--- src/rtl/wams_sat_step.sv ---
// Saturating up/down step shared by the degree and edge counters.
module wams_sat_step #(
    parameter int WIDTH = 8
) (
    input  logic [WIDTH-1:0] value_in,
    input  logic             count_up,
    output logic [WIDTH-1:0] value_out
);

    always_comb begin
        priority if (count_up && (value_in == '1)) begin
            value_out = value_in;
        end else if (count_up) begin
            value_out = value_in + WIDTH'(1);
        end else if (value_in == '0) begin
            value_out = value_in;
        end else begin
            value_out = value_in - WIDTH'(1);
        end
    end

endmodule
--- config.mk ---
export PLATFORM = sky130hd
export DESIGN_NAME = wams_sat_step
export DESIGN_NICKNAME = d
export VERILOG_FILES = /design/src/rtl/wams_sat_step.sv
export SDC_FILE = /design/constraint.sdc
export NUM_CORES = 1
export LEC_CHECK = 0
export ABC_AREA = 1
export BUFFER_PORTS_ARGS = -buffer_cell sky130_fd_sc_hd__buf_4
export CAP_MARGIN = 20
export CORE_MARGIN = 2
export CORE_UTILIZATION = 30
export DETAILED_ROUTE_END_ITERATION = 8
export GPL_TIMING_DRIVEN = 0
export PLACE_DENSITY = 0.61
export SLEW_MARGIN = 20
export SYNTH_ARGS = -nofsm -noshare
export SYNTH_HDL_FRONTEND = slang
export SYNTH_SLANG_ARGS = --single-unit
--- constraint.sdc ---
create_clock -name vclk -period 1.1
set_input_delay 0.165 -clock vclk [all_inputs]
set_output_delay 0.165 -clock vclk [all_outputs]
set_load 0.01 [all_outputs]
==> flow_summary.yaml, run 1 <==
timing:
  slew_headroom: 0.8384
  setup_tns_ns: -1.073
  rsz0062_at_grt: "yes"
  setup_slack_ns: -0.2013
  layout_min_cycle_time_ns: 1.301
  fin_crit_sh: 1.183
  hold_ws_ns: 0.6259
  maxSlewViolCount: 0
  finalHoldViolations: 0
  tightest_slew_ns: 0.2399
  finalSetupViolCount: 8
  fmax_mhz: 768.4
yosys:
  ys_types: 18
  avgSynthCellArea_um2: 5.154
  syn_area_um2: 474.2
  synth_area_leaders: "nand2_1 23%, nand3_1 18%, inv_1 9.5%, ha_1 7.9%, nor2_1 5.5%"
  yosys.area.top_type: "nand2_1"
  syn_inst: 92
  yosysMostFrequentCell: "nand2_1"
  synth_nets: 104
  yosysSeqAreaShare: 0
  yosysWarnings: 0
  synth_commonest_cells: "29 x nand2_1, 17 x nand3_1, 12 x inv_1"
  synth_top_cell_area_share: 0.2296
pwr:
  p_total_w: 0.0003179
  irDropWorstVdd_v: 0.0001747
  leakage_nw: 0.4249
  p_per_area_nw_per_um2: 376.4
final_layout:
  seq_cells: 0
  fin_nets: 131
  drive_gt1_frac: 0.4615
  area.growth.synth_to_final_pct: 78.10
  num-clock-buffers: 0
  n_antenna_cell: 0
  final_cells: 133
  regArea_um2: 0
die:
  dieArea_um2: 1915
  die_y_um: 43.76
  dieWidth_um: 43.76
  num_io_pins: 17
  rows: 14
  core_area_um2: 1489
  start_util: 0.3185
worst_setup_path:
  required_ns: 0.94
  critPathKind: "in -> out"
  endpoint_kind: "primary output"
  start_kind: "input port"
  crit_fanout: 3
  arrival_ns: 1.14
placed_design:
  place_hpwl_um: 978.3
  dpl.cell_count: 124
  gp_congestion: 0.7918
  pre_cts_slack_ns: -0.3137
  port_buffers: 16
routing:
  first_pass_iters: 4
  drc: 0
  drtAntennaViolNets: 0
  post_drt_wl_per_cell_um: 12.25
  drt_iter0_markers: 42
  wl_mm: 1.629
  vias_per_cell: 5.060
  num_vias: 673
global_routing:
  grt_pass1_wl_mm: 2.346
  grt_use_total: 0.1534
  grt_antenna_before_repair: 0
  grt-ovfl-total: 0
  grt_max_degree: 10
  grt_pass1_vias: 532
status:
  violations: "negative setup slack"
  status: "complete, but fails checks"
flow_run:
  drv_cap: 0
worst_hold_path:
  hold_path.class: "in -> out"
clock_tree:
  holdBufCountCts: 0
==> critical path, cell delays in order <==
cell     delay [ns]
buf_12         0.09
ha_2           0.21
nand2_4        0.07
buf_4          0.13
o21ai_1        0.16
nand3_1        0.10
nand3_1        0.09
buf_4          0.12
==> metal layers <==
metal / vias up / share of wire / global-route usage / wire, um
li1: 352 / - / - / -
met1: 299 / 0.45 / 0.2350 / 735
met3: 0 / 0.047 / 0 / 77
met4: 0 / 0 / 0 / 0
met2: 22 / 0.50 / 0.2559 / 817
met5: - / 0 / 0 / 0
==> layout make-up <==
type | count | area, um2
Buffer | 1 | 7.507
Fill cell | 128 | 644.4
Inverter | 14 | 81.33
Multi-Input combinational cell | 78 | 519.2
Timing Repair Buffer | 24 | 216.5
Tap cell | 16 | 20.02
==> kinds of logic (layout without fill, tap and decap cells) <==
group                      after synthesis  after routing  synth area share
AOI/OAI and AO/OA                        8              8           0.08971
xor gates and xnor gates                 3              3           0.05542
adders and majority gates                3              3           0.07916
buffers and inverters                   15             39            0.1266
and+or+nand+nor                         63             64            0.6491
==> where the power goes <==
group	leakage (nW)	switching, W	total [W]	internal (W)
clock	0	0	0	0
sequential	0	0	0	0
combinational	0.425	0.000170	0.000318	0.000148
==> path summary, 6_finish.rpt <==
| check | cells after the start | start | end | slack [ns] |
|---|---|---|---|---|
| min | 4 | value_in[0] | value_out[0] | 0.63 |
| max | 8 | value_in[0] | value_out[4] | -0.20 |
==> cell usage in the layout (no fill, tap or decap), drive strengths merged, types with 2 or more instances in the layout <==
master and count:
nand2 31, ha 3, buf 25, nand4 4, xor2 3, nand3 17, o21ai 6, clkinv 2
inv 11, nor2 12
==> per-stage QoR <==
step / cell area [um2] / utilization
after floorplan: 475.5 / -
after global placement: 615.6 / 0.4134
after detailed placement: 615.6 / 0.4134
after CTS: 730.7 / 0.4908
after global routing: 844.6 / 0.5672
final: 844.6 / 0.5672
==> timing repair <==
action,CTS,global route
buffers inserted,3,5
resized for setup,24,20
pin swaps,9,13
gates cloned,1,0
endpoints found under the setup margin,8,8
(Power assumes the default switching activity.)
==> run 2: changes to the inputs <==
Settings changed: GPL_ROUTABILITY_DRIVEN set to 0, SETUP_SLACK_MARGIN set to 0.4.
==> flow_summary.yaml, run 2 (same netlist as run 1, synthesis figures left out) <==
status:
  status: "complete, but fails checks"
  violations: "negative setup slack"
timing:
  setup_slack_ns: -0.1282
  finalHoldViolations: 0
  fmax_mhz: 814.2
  tightest_slew_ns: 0.1915
  hold_ws_ns: 0.6478
  maxSlewViolCount: 0
  slew_headroom: 0.8710
  finalSetupViolCount: 8
  rsz0062_at_grt: "yes"
  fin_crit_sh: 1.117
  layout_min_cycle_time_ns: 1.228
clock_tree:
  holdBufCountCts: 0
global_routing:
  grt_pass1_vias: 534
  grt_pass1_wl_mm: 2.311
  grt_use_total: 0.1517
  grt_antenna_before_repair: 0
  grt-ovfl-total: 0
  grt_max_degree: 10
pwr:
  clkPwrFrac: 0
  combPwrFrac: 1.000
  intPower_w: 0.0001459
  leakage_nw: 0.4059
  p_sw_frac: 0.5354
  seq_power_share: 0
  irDropWorstVdd_v: 0.0001489
  p_switching_w: 0.0001681
  p_per_area_nw_per_um2: 375.0
  p_total_w: 0.0003139
final_layout:
  design_area_um2: 837.1
  area.growth.synth_to_final_pct: 76.52
  final_cells: 128
  regArea_um2: 0
  drive_gt1_frac: 0.4643
  num-clock-buffers: 0
  n_antenna_cell: 0
  final_cell_mix: "23 x nand2_1, 15 x nand3_1, 14 x buf_4, 7 x nand2_2, 7 x nor2_4"
  post-route-util: 0.5622
  fin_nets: 126
  layout_commonest_cell: "nand2_1"
  seq_cells: 0
die:
  start_util: 0.3185
  num_io_pins: 17
  dieWidth_um: 43.76
  dieArea_um2: 1915
  rows: 14
  core_area_um2: 1489
  die_y_um: 43.76
worst_hold_path:
  hold_start: "value_in[0]"
  whs_path_depth: 4
  hold_path.class: "in -> out"
  hold_path_end: "value_out[0]"
flow_run:
  drv_cap: 0
routing:
  vias_per_cell: 5.039
  post_drt_wl_per_cell_um: 11.05
  first_pass_iters: 3
  drt_iter0_markers: 7
  drc: 0
  drtAntennaViolNets: 0
  wl_mm: 1.414
  num_vias: 645
worst_setup_path:
  path_cells: "buf_12 -> inv_16 -> buf_4 -> nor2_4 -> a21oi_1 -> o21ai_0 -> nand3_1 -> buf_4"
  critPathKind: "in -> out"
  crit_fanout: 6
  slowest_delay_ns: 0.17
  start_kind: "input port"
  crit_top_cell: "buf_4"
  endpoint_kind: "primary output"
  slowest_stage: "nor2_4"
  required_ns: 0.94
  arrival_ns: 1.06
placed_design:
  dpl_cell_area_um2: 715.7
  place_hpwl_mm: 1.096
  port_buffers: 16
  dpl.cell_count: 124
## run 2: how the worst max path moves through the flow
| stage | start | to | slack [ns] | depth (start not counted) |
|---|---|---|---|---|
| after floorplan | value_in[1] | value_out[1] | 0.14 | 9 |
| after global placement | value_in[0] | value_out[1] | -0.23 | 10 |
| after global routing | value_in[2] | value_out[1] | -0.18 | 10 |
| after CTS | value_in[0] | value_out[1] | -0.15 | 11 |
| final | value_in[0] | value_out[3] | -0.13 | 8 |
| after detailed placement | value_in[0] | value_out[1] | -0.23 | 10 |
## run 2: area by class of cell
| type | count | area [um2] |
|---|---|---|
| Inverter | 14 | 90.09 |
| Timing Repair Buffer | 19 | 178.9 |
| Buffer | 1 | 11.26 |
| Multi-Input combinational cell | 78 | 536.8 |
| Tap cell | 16 | 20.02 |
| Fill cell | 150 | 651.9 |
## run 2: what timing repair did
item,in CTS,in global routing
endpoints found under the hold margin,0,0
resized for setup,12,11
setup endpoints to repair,8,8
buffers inserted,1,2
gates cloned,1,0
pin swaps,9,13
## run 2: per-stage QoR
step                      worst slack, ns  TNS [ns]
final                             -0.1282   -0.6948
after global routing              -0.1766    -1.182
after CTS                         -0.1518   -0.8930
after detailed placement          -0.2337    -1.460
after global placement            -0.2264    -1.393
after floorplan                    0.1431         0
## run 2: routing by layer
layer / part of all wire / up-vias / GRT usage
met5: 0 / - / 0
met4: 0 / 0 / 0
met3: 0.021 / 0 / 0
met2: 0.49 / 7 / 0.2559
met1: 0.48 / 295 / 0.2300
li1: - / 343 / -
## run 2: power groups by stage
| stage | Sequential [W] | Clock, W | Combinational (W) |
|---|---|---|---|
| floorplan | 0 | 0 | 0.000150 |
| global placement | 0 | 0 | 0.000263 |
| detailed placement | 0 | 0 | 0.000267 |
| CTS | 0 | 0 | 0.000297 |
| global route | 0 | 0 | 0.000343 |
| finish | 0 | 0 | 0.000314 |
## run 2: worst max-delay path: cells and delay by family
kind                   cells  cell delay (ns)
AO/OA/AOI/OAI              2             0.19
buffers and inverters      4             0.43
AND/OR/NAND/NOR            2             0.29
==> run 3: changes to the inputs <==
Settings changed: CORE_MARGIN 2 to not set.
==> flow_summary.yaml, run 3 (same netlist as run 1, synthesis figures left out) <==
pwr:
  p_total_w: 0.0003083
  irDropWorstVdd_v: 0.0001950
  p_per_area_nw_per_um2: 375.0
  leakage_nw: 0.4068
placed_design:
  place_hpwl_mm: 1.036
  port_buffers: 16
timing:
  finalHoldViolations: 0
  hold_ws_ns: 0.6548
  maxSlewViolCount: 0
  layout_min_cycle_time_ns: 1.225
  rsz0062_at_grt: "yes"
  finalSetupViolCount: 8
  fin_crit_sh: 1.113
  fmax_mhz: 816.6
  slew_headroom: 0.8821
  setup_slack_ns: -0.1246
  tightest_slew_ns: 0.1750
flow_run:
  drv_cap: 0
final_layout:
  fin_nets: 127
  multi_input_area_um2: 511.7
  num-clock-buffers: 0
  seq_cells: 0
  n_antenna_cell: 0
  area.growth.synth_to_final_pct: 73.35
  fillers: 139
  regArea_um2: 0
  final_cell_mix: "23 x nand2_1, 16 x nand3_1, 14 x buf_4, 7 x nand2_2"
  layout_commonest_cell: "nand2_1"
  drive_gt1_frac: 0.4425
die:
  start_util: 0.3430
  rows: 13
  dieArea_um2: 1743
  dieWidth_um: 41.76
  num_io_pins: 17
  die_y_um: 41.76
  core_area_um2: 1383
worst_setup_path:
  endpoint_kind: "primary output"
  arrival_ns: 1.06
  required_ns: 0.94
  crit_fanout: 6
  path_cells: "buf_4 -> nor2_4 -> nand2_2 -> nor2_4 -> nand2_2 -> nand2_2 -> nand2_1 -> nand2_1 -> inv_2 -> buf_6"
  start_kind: "input port"
  critPathKind: "in -> out"
  slowest_stage: "buf_4"
  slowest_delay_ns: 0.15
  crit_top_cell: "nand2_2"
routing:
  wl_mm: 1.374
  wl_met2_um: 672
  drtAntennaViolNets: 0
  vias_per_cell: 5.117
  m1WireLength_um: 644
  drc: 0
  post_drt_wl_per_cell_um: 10.73
  num_vias: 655
  top_layer: "met3"
  first_pass_iters: 4
  drt_iter0_markers: 11
  wl_met3_um: 56
status:
  status: "complete, but fails checks"
  violations: "negative setup slack"
global_routing:
  grt_max_degree: 10
  grt_antenna_before_repair: 0
  grt_pass1_vias: 535
  grt_pass1_wl_mm: 2.249
  grt-ovfl-total: 0
  grt_use_total: 0.1511
worst_hold_path:
  hold_start: "value_in[0]"
  hold_path.class: "in -> out"
  hold_path_end: "value_out[0]"
  whs_path_depth: 4
## run 3: how the worst max path moves through the flow
stage	from	endpoint	slack, ns	depth (start not counted)
3_3_place_gp	value_in[0]	value_out[1]	-0.22	10
3_5_place_dp	value_in[0]	value_out[1]	-0.23	10
4_1_cts	value_in[0]	value_out[1]	-0.15	11
5_1_grt	value_in[1]	value_out[1]	-0.20	11
6_report	value_in[2]	value_out[1]	-0.12	10
2_1_floorplan	value_in[1]	value_out[1]	0.14	9
## run 3: area by class of cell
type / instances / share of cell area
multi-input combinational: 78 / 0.6225
timing repair buffer: 20 / 0.2314
inverter: 14 / 0.1096
tap: 15 / 0.02283
buffer: 1 / 0.01370
## run 3: critical path, delay by kind of cell
family / cells / cell delay, ns
simple gates: 7 / 0.60
buf+inv: 3 / 0.30
## run 3: what timing repair did
item,in CTS,in global routing
pin swaps,9,10
hold buffers,0,0
endpoints found under the setup margin,8,8
resized for setup,12,6
cloned,1,0
setup buffers,1,3
## run 3: metal layers
| layer | GRT usage | up-vias |
|---|---|---|
| met1 | 0.2077 | 293 |
| met4 | 0 | 0 |
| li1 | - | 347 |
| met2 | 0.2781 | 15 |
| met5 | 0 | - |
| met3 | 0 | 0 |
## run 3: metrics by stage
| step | setup TNS (ns) | worst slack (ns) | cell area [um2] | instances | util |
|---|---|---|---|---|---|
| floorplan | 0 | 0.1431 | 575.6 | 92 | - |
| global route | -1.328 | -0.1965 | 822.0 | 128 | 0.5946 |
| finish | -0.7222 | -0.1246 | 822.0 | 128 | 0.5946 |
| global placement | -1.378 | -0.2238 | 714.4 | 123 | 0.5167 |
| CTS | -0.8851 | -0.1470 | 778.2 | 125 | 0.5629 |
| detailed placement | -1.409 | -0.2271 | 714.4 | 123 | 0.5167 |
## run 3: power breakdown
part | leakage, nW | switching, W | internal [W]
registers | 0 | 0 | 0
logic | 0.407 | 0.000164 | 0.000145
clock network | 0 | 0 | 0
